<file path="src/ccx_pkg.sv">
// Package: shared types and constants for the ChaCha20 byte-stream cipher.
package ccx_pkg;

   localparam int KeyWidth = 64;
   localparam int DataWidth = 8;
   localparam int CsrIndexWidth = 3;
   localparam int DoubleRoundsDefault = 10;
   localparam int TagSpanDefault = 16;

   localparam logic [CsrIndexWidth-1:0] CsrKey0 = 3'd0;
   localparam logic [CsrIndexWidth-1:0] CsrKey1 = 3'd1;
   localparam logic [CsrIndexWidth-1:0] CsrKey2 = 3'd2;
   localparam logic [CsrIndexWidth-1:0] CsrKey3 = 3'd3;
   localparam logic [CsrIndexWidth-1:0] CsrNonce = 3'd4;

   localparam logic [31:0] Sigma0 = 32'h61707865;
   localparam logic [31:0] Sigma1 = 32'h3320646e;
   localparam logic [31:0] Sigma2 = 32'h79622d32;
   localparam logic [31:0] Sigma3 = 32'h6b206574;

   typedef enum logic [1:0] {
      ST_IDLE,
      ST_ROUND,
      ST_ADD,
      ST_OUT
   } state_type;

   // controller -> datapath
   typedef struct packed {
      logic take_word;    // latch the input word
      logic load_block;   // load initial state for a new block
      logic do_round;     // one column or diagonal half round
      logic add_block;    // feed-forward add, bump counter
      logic emit;         // apply keystream byte, load output register
   } cmd_type;

   // datapath -> controller
   typedef struct packed {
      logic need_block;   // the held word starts a new block
      logic rounds_done;
   } status_type;

   function automatic logic [31:0] rotl(input logic [31:0] v, input int n);
      rotl = (v << n) | (v >> (32 - n));
   endfunction

   function automatic logic [127:0] quarter(input logic [127:0] abcd);
      logic [31:0] a, b, c, d;
      begin
         a = abcd[127:96];
         b = abcd[95:64];
         c = abcd[63:32];
         d = abcd[31:0];
         a = a + b; d = rotl(d ^ a, 16);
         c = c + d; b = rotl(b ^ c, 12);
         a = a + b; d = rotl(d ^ a, 8);
         c = c + d; b = rotl(b ^ c, 7);
         quarter = {a, b, c, d};
      end
   endfunction

endpackage

</file>
<file path="src/ccx_ctrl.sv">
// Controller: sequences block generation and per-word output.
module ccx_ctrl (
   input  logic clock,
   input  logic reset,
   input  logic req_valid,
   output logic req_stall,
   output logic rsp_valid,
   input  logic rsp_stall,
   input  ccx_pkg::status_type status,
   output ccx_pkg::cmd_type cmd
);
   import ccx_pkg::*;

   state_type state_ff, state_in;
   logic out_valid_ff, out_valid_in;
   logic accept;

   // output register frees when taken, so a new word may start meanwhile
   assign req_stall = (state_ff != ST_IDLE);
   assign accept = req_valid && !req_stall;
   assign rsp_valid = out_valid_ff;

   always_comb begin
      state_in = state_ff;
      case (state_ff)
         ST_IDLE: if (accept) state_in = ST_ROUND;
         ST_ROUND: begin
            if (!status.need_block || status.rounds_done) begin
               state_in = status.need_block ? ST_ADD : ST_OUT;
            end
         end
         ST_ADD: state_in = ST_OUT;
         ST_OUT: if (!out_valid_ff || !rsp_stall) state_in = ST_IDLE;
         default: state_in = ST_IDLE;
      endcase
   end

   always_comb begin
      cmd = '0;
      cmd.take_word = accept;
      cmd.load_block = (state_ff == ST_IDLE) && accept;
      cmd.do_round = (state_ff == ST_ROUND) && status.need_block && !status.rounds_done;
      cmd.add_block = (state_ff == ST_ADD);
      cmd.emit = (state_ff == ST_OUT) && (!out_valid_ff || !rsp_stall);
   end

   always_comb begin
      out_valid_in = out_valid_ff;
      if (out_valid_ff && !rsp_stall) out_valid_in = 1'b0;
      if (cmd.emit) out_valid_in = 1'b1;
   end

   always_ff @(posedge clock) begin
      if (reset) begin
         state_ff <= ST_IDLE;
         out_valid_ff <= 1'b0;
      end else begin
         state_ff <= state_in;
         out_valid_ff <= out_valid_in;
      end
   end
endmodule

</file>
<file path="config.mk">
export PLATFORM = sky130hd
export DESIGN_NAME = ccx_ctrl
export DESIGN_NICKNAME = d
export VERILOG_FILES = /design/src/ccx_pkg.sv /design/src/ccx_ctrl.sv
export SDC_FILE = /design/constraint.sdc
export NUM_CORES = 1
export LEC_CHECK = 0
export BUFFER_PORTS_ARGS = -buffer_cell sky130_fd_sc_hd__buf_4
export CORE_AREA = 2 2 39 41
export DETAILED_ROUTE_END_ITERATION = 6
export DIE_AREA = 0 0 41 43
export MAX_ROUTING_LAYER = met4
export PLACE_DENSITY = 0.49
export SETUP_SLACK_MARGIN = 0.05
export SLEW_MARGIN = 20
export SYNTH_ARGS = -nofsm -noshare
export SYNTH_HDL_FRONTEND = slang
export SYNTH_SLANG_ARGS = --single-unit
</file>
<file path="constraint.sdc">
create_clock -name clock -period 1.7 [get_ports clock]
set_input_delay 0.255 -clock clock [delete_from_list [all_inputs] [get_ports clock]]
set_output_delay 0.255 -clock clock [all_outputs]
set_load 0.03 [all_outputs]
</file>
==> key figures, run 1 <==
Outcome
  • Status: finished clean

Timing
  • Fmax: 0.664 GHz
  • Final Slew Violations: 0
  • RSZ-0062 raised after global routing: false
  • Clock Skew: 6.49 ps
  • Max-Slew Margin vs Limit: 81.1%
  • Final Hold Fails: 0
  • Final TNS setup: 0 ps
  • Period utilization: 88.6%
  • Worst-Margin Slew: 284 ps
  • Minimum clock period: 1510 ps
  • Final setup vio count: 0

Die
  • Row count: 14
  • Die H: 43 µm
  • Starting Density: 20.3%
  • Core area: 1380 µm²
  • Die width: 41 µm
  • Die area: 1760 µm²
  • # IOs: 13

Global route
  • GRT Overall Usage: 7.00%
  • Aggregate global routing overflow: 0
  • First-pass GRT wire length: 786 µm
  • Number of global-route vias before repair: 212
  • Initial antenna violation count: 0
  • Pin count of the biggest net entering global routing: 7

Synth
  • Count leader, synth: ha_1
  • Yosys reg bits: 3
  • Synth top cells by count: 5 x ha_1, 4 x inv_1, 3 x buf_4, 3 x dfxtp_1, 3 x nand2_1
  • Post-synth ARST share: 0%
  • Synth area leaders: ha_1 22%, dfxtp_1 21%, a311oi_4 9.4%
  • Netlist cell types: 14
  • Main synth FF type: dfxtp_1
  • Syn nets: 41
  • Synthesized area: 280 µm²
  • Share of the synthesized area in the top cell type: 22.3%
  • Yosys top cell by area: ha_1
  • Yosys warning count: 0
  • Avg Cell Area, Syn: 9.34 µm²
  • Number of synthesized flops with an enable pin: 0
  • Post-Syn Instances: 30
  • Register area share after synthesis: 21.4%

Clock network
  • Post-CTS Repair Setup Buffers: 0
  • CTS Buf Count: 3
  • Max Root-Sink Buffers: 2
  • Clk slew on worst S/H paths: 40 ps
  • Clk_lat worst skew: 230 ps
  • H-tree Lvls: 1
  • Clock Sinks: 3
  • Clock root cell: clkbuf_4
  • TritonCTS clock tree: built

Worst setup path
  • Worst Path Max Fanout: 5
  • Setup crit end kind: output pin
  • CP arrival: 1250 ps
  • CP required: 1440 ps
  • Crit Path Class: register to output pin
  • Critical Path Start Type: register

Final layout
  • Layout cells sized above 1: 48.8%
  • Nets: 55
  • Area grow syn2layout: 42.4%
  • Layout fillers: 159
  • Inserted Diodes: 0
  • Final Non-Filler Cells: 59

Power
  • Leak: 0.204 nW
  • Pwr Density: 1650 nW/µm²
  • VDD IR max: 542 µV

Placement
  • Port buffer count: 12
  • Routability Congestion: 0.743
  • Cell total after placement: 55

Hold path
  • Worst min path class: primary input to register

Detailed routing
  • DR vias/cell: 3.95
  • DRT Pass-1 Iters: 4
  • WL per Instance: 8.27 µm
  • Iter 0 DRT Violations: 1
  • Antenna-violating nets left: 0
  • Via Count: 233
  • Post-Route WL: 488 µm
  • DRC Markers: 0

Flow run
  • MaxCap Viol Count: 0
[critical path, stage by stage (launching register included)]
cell     delay, ps
dfxtp_2        360
inv_1           80
ha_1           180
and3b_2        230
buf_4          170
[stage by stage]
stage / cell area, µm² / utilization (%) / setup slack [ps] / total power [mW] / hold WS (ps)
floorplan: 280 / - / 220 / 0.439 / 327
finish: 399 / 28.8 / 193 / 0.658 / 187
detailed placement: 368 / 26.6 / 190 / 0.531 / 426
global placement: 368 / 26.6 / 192 / 0.532 / 425
global route: 399 / 28.8 / 117 / 0.728 / 185
CTS: 394 / 28.5 / 123 / 0.659 / 183
[registers in the layout, summed over array words and instances (netlist names)]
register   cells
state_ff       2
rsp_valid      1
[report_power, final]
group	internal [mW]	leakage, nW	switching (mW)
logic	0.168	0.163	0.226
registers	0.101	0.0253	0.0363
clock network	0.0881	0.0150	0.0385
total	0.357	0.204	0.301
[cells in the final DEF, fill, tap and decap left out, drive strengths merged]
master,n
ha,5
and2,1
a21oi,1
nor2b,2
a311oi,1
buf,12
inv,4
o31ai,1
dfxtp,3
nand2,3
mux2i,2
and3b,2
nor2,1
clkbuf,4
a21boi,1
[metal layers]
metal / up-vias / global-route usage [%] / part of all wire [%]
met3: 0 / 4.71 / 7.4
met1: 104 / 7.72 / 44
met2: 8 / 10.0 / 48
li1: 121 / - / -
met5: - / - / 0
met4: 0 / 2.00 / 0
[kinds of logic after synthesis]
family / share of synthesized area [%]
buf+inv: 13.4
flops: 21.4
compound gates: 16.5
mux: 7.14
simple gates: 19.2
fa+ha+maj: 22.3
[cell type report]
cell class / count / area, µm² / share of cell area (%)
multi-input cells: 20 / 185 / 46.4
inverters: 4 / 15.0 / 3.76
well taps: 16 / 20.0 / 5.02
repair buffers: 12 / 90.1 / 22.6
clock buffers: 4 / 26.3 / 6.58
flip-flops and latches: 3 / 62.6 / 15.7
[repair_timing]
action                     4_1_cts  5_1_grt
hold buffers                     0        0
setup endpoints to repair        0        4
gates resized for setup          0        3
[worst paths after layout]
path	start	end	slack, ps	cells after the start
max	state_ff[1]	cmd[2]	190	4
min reg2reg	state_ff[1]	state_ff[1]	490	2
min	reset	rsp_valid	190	2
max reg2reg	state_ff[1]	state_ff[1]	240	5
(Power assumes the default switching activity.)
==> run 2, diff against run 1 <==
Settings changed: ABC_AREA set to 1.
==> run 2 against run 1 <==
  * Register-to-register slack better by 300 ps
  * Largest cell class unchanged
  * Flip-flop and latch count unchanged
  * Power up 5.6%
  * Area after synthesis down 1.3%
  * Wire length down 7.4%
  * Sequential power down 7%
  * Clock-buffer cell count unchanged
  * Setup slack better by 42 ps
  * Highest routed layer is now met4
  * Non-clock buffer count unchanged
  * Critical path type unchanged
  * Maximum frequency up 2.9%
==> key figures, run 2 <==
Detailed routing
  • DR vias/cell: 3.74 (-5.4%)
  • Via Count: 254 (+9.0%)
  • DRC Markers: 0 (unchanged)
  • WL per Instance: 6.65 µm (-20%)
  • DRT Pass-1 Iters: 1 (-3)
  • Post-Route WL: 452 µm (-7.4%)
  • Iter 0 DRT Violations: 0 (-1)
  • Antenna-violating nets left: 0 (unchanged)

Timing
  • Final Hold Fails: 0 (unchanged)
  • Fmax: 0.683 GHz (+2.9%)
  • Clock Skew: 3.96 ps (-2.53 ps)
  • Final TNS setup: 0 ps (unchanged)
  • Period utilization: 86.2% (-2.5 points)
  • Final setup vio count: 0 (unchanged)
  • Final Slew Violations: 0 (unchanged)
  • RSZ-0062 raised after global routing: false
  • Minimum clock period: 1460 ps (-42.4 ps)
  • Max-Slew Margin vs Limit: 89.3% (+8.2 points)
  • Hold_ws: 182 ps (-5.30 ps)
  • Worst-Margin Slew: 161 ps (-123 ps)

Global route
  • Initial antenna violation count: 0 (unchanged)
  • Aggregate global routing overflow: 0 (unchanged)
  • Pin count of the biggest net entering global routing: 6 (-1)
  • GRT Overall Usage: 6.16% (-0.84 points)
  • First-pass GRT wire length: 690 µm (-12%)
  • Number of global-route vias before repair: 215 (+1.4%)

Synth
  • Syn nets: 50 (+22%)
  • Yosys warning count: 0 (unchanged)
  • Number of synthesized flops with an enable pin: 0 (unchanged)
  • Main combinational cell family by area after synthesis: simple AND/OR/NAND/NOR gates
  • Post-Syn Instances: 39 (+30%)
  • Yosys top cell by area: ha_1
  • Compound-Gate Fraction of Synth Area: 5.43% (-11 points)
  • Synth Area in Adders: 22.6% (+0.30 points)
  • Avg Cell Area, Syn: 7.09 µm² (-24%)
  • Synth area leaders: ha_1 23%, dfxtp_1 22%, inv_1 11%
  • Netlist cell types: 13 (-1)
  • Yosys reg bits: 3 (unchanged)
  • Share of the synthesized area in the top cell type: 22.6% (+0.30 points)
  • Mux cell area share after synthesis: 0% (-7.1 points)
  • Post-Synth Simple-Gate Area: 29.9% (+11 points)
  • Synth top cells by count: 8 x inv_1, 7 x nand2_1, 5 x ha_1
  • Synth Area in XOR/XNOR: 0% (unchanged)
  • Register area share after synthesis: 21.7% (+0.29 points)
  • Post-synth ARST share: 0% (unchanged)
  • Main synth FF type: dfxtp_1
  • Count leader, synth: inv_1
  • Synthesized area: 277 µm² (-1.3%)

Die
  • Die H: 43 µm (unchanged)
  • Die area: 1760 µm² (unchanged)
  • Row count: 14 (unchanged)
  • Core area: 1380 µm² (unchanged)
  • Die width: 41 µm (unchanged)
  • Starting Density: 20.0% (-0.27 points)
  • # IOs: 13 (unchanged)

Final layout
  • Inserted Diodes: 0 (unchanged)
  • Final Non-Filler Cells: 68 (+15%)
  • Layout cells sized above 1: 38.5% (-10 points)
  • Max FFs per register: 2 (unchanged)
  • Layout fillers: 155 (-2.5%)
  • Nets: 64 (+16%)
  • Largest Register: state_ff
  • Commonest non-fill, non-tap cells in the layout: 12 x buf_4, 8 x inv_1, 7 x nand2_1
  • Area grow syn2layout: 41.2%
  • Commonest non-fill, non-tap cell in the layout: buf_4

Worst setup path
  • Cells on worst reg2reg path: 6 (+1)
  • CP required: 1440 ps (about the same)
  • Crit Path Class: register to output pin
  • CP arrival: 1210 ps (-40 ps)
  • Critical Path Start Type: register
  • Worst Path Max Fanout: 5 (unchanged)
  • Setup crit end kind: output pin

Power
  • VDD IR max: 308 µV (-43%)
  • Final total power: 0.694 mW (+5.6%)
  • Leak: 0.229 nW (+12%)
  • Pwr Density: 1780 nW/µm² (+7.9%)

Clock network
  • Cts hold-fix bufs: 0 (unchanged)
  • Max Root-Sink Buffers: 2 (unchanged)
  • Clock root cell: clkbuf_4
  • TritonCTS clock tree: built
  • Clock Sinks: 3 (unchanged)
  • Clk_lat worst skew: 240 ps (about the same)
  • CTS Buf Count: 3 (unchanged)
  • PostCTS Resize Cnt: 0 (unchanged)
  • H-tree Lvls: 1 (unchanged)
  • Clk slew on worst S/H paths: 40 ps (about the same)
  • Post-CTS Repair Setup Buffers: 0 (unchanged)

Placement
  • Port buffer count: 12 (unchanged)
  • Cell total after placement: 64 (+16%)
  • Routability Congestion: 0.600 (-19%)
  • DP HPWL: 387 µm

Hold path
  • Worst min path class: primary input to register
  • Hold path cells: 2 (unchanged)

Outcome
  • Status: finished clean

Flow run
  • MaxCap Viol Count: 0 (unchanged)
[run 2: routing by layer]
metal  GRT usage [%]  vias to the layer above  part of all wire, %
li1                -                      139                    -
met1            5.11                      104                   35
met2            10.0                        9                   54
met3               0                        2                  7.3
met4            8.00                        0                  4.0
met5               -                        -                    0
[run 2: area by class of cell]
class	instances	area (µm²)	share of cell area [%]
timing repair buffer	12	90.1	23.1
inverter	9	33.8	8.65
tap	16	20.0	5.13
sequential	3	60.1	15.4
clock buffer	4	26.3	6.73
multi-input combinational	24	160	41.0
[run 2: kinds of logic (layout without fill, tap and decap cells)]
logic type | count (synthesis) | after routing
buffers and inverters | 12 | 25
DFF | 3 | 3
and+or+nand+nor | 16 | 16
AOI/OAI and AO/OA | 3 | 3
adders and majority gates | 5 | 5
[run 2: metrics by stage]
| step | setup WS [ps] | util, % | instance area [µm²] |
|---|---|---|---|
| finish | 235 | 28.2 | 390 |
| global placement | 461 | 26.3 | 364 |
| CTS | 207 | 28.2 | 390 |
| detailed placement | 468 | 26.3 | 364 |
| floorplan | 539 | - | 277 |
| global route | 118 | 28.2 | 390 |
[run 2: final timing paths]
path                             startpoint  slack (ps)     endpoint
worst min register to register    rsp_valid         480    rsp_valid
worst max-delay path            state_ff[0]         240       cmd[3]
worst max register to register  state_ff[0]         540  state_ff[1]
worst min-delay path                  reset         180    rsp_valid
[run 2: power breakdown]
part	leakage [nW]	internal, mW	switching [mW]	total, mW
clock network	0.0150	0.0882	0.0398	0.128
registers	0.0248	0.0985	0.0295	0.128
logic	0.189	0.166	0.272	0.439
total	0.229	0.353	0.342	0.694
[run 2: worst max-delay path, cell delays in order (launching register included)]
cell     delay (ps)
dfxtp_1         390
inv_2            80
ha_1            240
nand2_1          70
inv_1            40
buf_4           160
==> run 3, diff against run 2 <==
Settings changed: RECOVER_POWER set to 25.
==> run 3 against run 2 <==
  * Power down 0.45%
  * Die area unchanged
  * Sequential share of layout area up 0.15 points
  * Final cell count unchanged
  * Clock-buffer cell count unchanged
  * Wire length down 0.44%
  * Critical path type unchanged
==> key figures, run 3 (synthesis gave the netlist of run 2 again) <==
Detailed routing
  • Met3 WL: 33 µm (unchanged)
  • Met1 WL: 156 µm (-0.64%)
  • Via Count: 254 (unchanged)
  • Top Metal Used: met4
  • Antenna-violating nets left: 0 (unchanged)
  • Post-Route WL: 450 µm (-0.44%)
  • Met2 WL: 242 µm (-0.41%)
  • DRT Pass-1 Iters: 1 (unchanged)
  • WL per Instance: 6.62 µm (-0.44%)
  • Iter 0 DRT Violations: 0 (unchanged)
  • DRC Markers: 0 (unchanged)
  • DR vias/cell: 3.74 (unchanged)

Worst setup path
  • Crit Path Class: register to output pin
  • Critical Path Start Type: register
  • Worst Path Max Fanout: 5 (unchanged)
  • Bufs and invs on worst path: 3 (unchanged)
  • CP required: 1440 ps (about the same)
  • Slowest cell on the critical path: dfxtp_1
  • Worst path max stage delay: 390 ps (about the same)
  • CP arrival: 1210 ps (about the same)
  • Reg2Reg Setup Slack: 540 ps (about the same)
  • Top delay family on crit path: flip-flops
  • Setup crit end kind: output pin
  • CP cell instances: inv_2 -> ha_1 -> nand2_1 -> inv_1 -> buf_4

Hold path
  • Worst min path class: primary input to register

Die
  • Die width: 41 µm (unchanged)
  • Row count: 14 (unchanged)
  • Die area: 1760 µm² (unchanged)
  • Core area: 1380 µm² (unchanged)
  • Die H: 43 µm (unchanged)
  • # IOs: 13 (unchanged)
  • Starting Density: 20.0% (unchanged)

Global route
  • Initial antenna violation count: 0 (unchanged)
  • Aggregate global routing overflow: 0 (unchanged)
  • Number of global-route vias before repair: 215 (unchanged)
  • GRT Overall Usage: 6.16% (unchanged)
  • First-pass GRT wire length: 690 µm (unchanged)
  • Pin count of the biggest net entering global routing: 6 (unchanged)

Outcome
  • Status: finished clean

Placement
  • DP HPWL: 387 µm (unchanged)
  • Cell total after placement: 64 (unchanged)
  • Worst slack at placement: 468 ps (unchanged)
  • Routability Congestion: 0.600 (unchanged)
  • Port buffer count: 12 (unchanged)

Final layout
  • Layout cells sized above 1: 36.5% (-1.9 points)
  • Max FFs per register: 2 (unchanged)
  • Layout fillers: 157 (+1.3%)
  • Inserted Diodes: 0 (unchanged)
  • Final Non-Filler Cells: 68 (unchanged)
  • Commonest non-fill, non-tap cell in the layout: buf_4
  • Seq. cell area: 60.1 µm² (unchanged)
  • Commonest non-fill, non-tap cells in the layout: 11 x buf_4, 8 x inv_1, 7 x nand2_1
  • Largest Register: state_ff
  • Multi-input logic area: 160 µm² (unchanged)
  • Utilization after layout: 27.9% (-0.27 points)
  • Nets: 64 (unchanged)
  • Area grow syn2layout: 39.8%

Timing
  • Clock Skew: 3.96 ps (unchanged)
  • Max-Slew Margin vs Limit: 76.3% (-13 points)
  • Setup WS post-layout: 235 ps (unchanged)
  • Final setup vio count: 0 (unchanged)
  • Final Hold Fails: 0 (unchanged)
  • Final Slew Violations: 0 (unchanged)
  • RSZ-0062 raised after global routing: false
  • Minimum clock period: 1460 ps (unchanged)
  • Final TNS setup: 0 ps (unchanged)
  • Worst-Margin Slew: 357 ps (+197 ps)
  • Fmax: 0.683 GHz (unchanged)
  • Hold_ws: 182 ps (unchanged)
  • Period utilization: 86.2% (unchanged)

Clock network
  • PostCTS Resize Cnt: 0 (unchanged)
  • Clock Sinks: 3 (unchanged)
  • Post-CTS Repair Setup Buffers: 0 (unchanged)
  • Clock root cell: clkbuf_4
  • H-tree Lvls: 1 (unchanged)
  • Clk slew on worst S/H paths: 40 ps (about the same)
  • Max Root-Sink Buffers: 2 (unchanged)
  • Cts hold-fix bufs: 0 (unchanged)
  • CTS Buf Count: 3 (unchanged)
  • TritonCTS clock tree: built
  • Clk_lat worst skew: 240 ps (about the same)

Power
  • Net switching share of the total power: 49.4% (+0.20 points)
  • Gate power share: 63.0% (-0.2 points)
  • Clk pwr share: 18.5% (about the same)
  • Pwr Density: 1790 nW/µm² (+0.51%)
  • Cell Int Power: 0.350 mW (-0.84%)
  • VDD IR max: 308 µV (about the same)
  • Sw Pwr: 0.341 mW (about the same)
  • Leak: 0.225 nW (-1.8%)
  • Sequential power share: 18.5% (about the same)

Flow run
  • MaxCap Viol Count: 0 (unchanged)
run 3: final timing paths:
check,endpoint,cells after the start,from
min,rsp_valid,2,reset
max,cmd[3],5,state_ff[0]
max reg2reg,state_ff[1],6,state_ff[0]
min reg2reg,rsp_valid,2,rsp_valid
run 3: per-stage QoR:
| step | power, mW | area (µm²) |
|---|---|---|
| after floorplan | 0.482 | 277 |
| after global placement | 0.581 | 364 |
| after detailed placement | 0.578 | 364 |
| after CTS | 0.713 | 390 |
| after global routing | 0.765 | 387 |
| final | 0.691 | 387 |
run 3: layout make-up:
| class | count | area share [%] |
|---|---|---|
| multi-input combinational | 24 | 41.4 |
| sequential | 3 | 15.5 |
| clock buffer | 4 | 6.80 |
| tap | 16 | 5.18 |
| timing repair buffer | 12 | 22.3 |
| inverter | 9 | 8.74 |
run 3: power groups by stage:
stage | Combinational [mW] | Clock [mW] | Sequential (mW)
floorplan | 0.351 | 0 | 0.131
global placement | 0.450 | 0 | 0.131
detailed placement | 0.448 | 0 | 0.131
CTS | 0.448 | 0.135 | 0.130
global route | 0.496 | 0.133 | 0.135
finish | 0.436 | 0.128 | 0.128
run 3: routing by layer:
layer	track usage, %	vias to the layer above
met1	5.11	104
met4	8.00	0
met2	10.0	9
met3	0	2
met5	-	-
li1	-	139
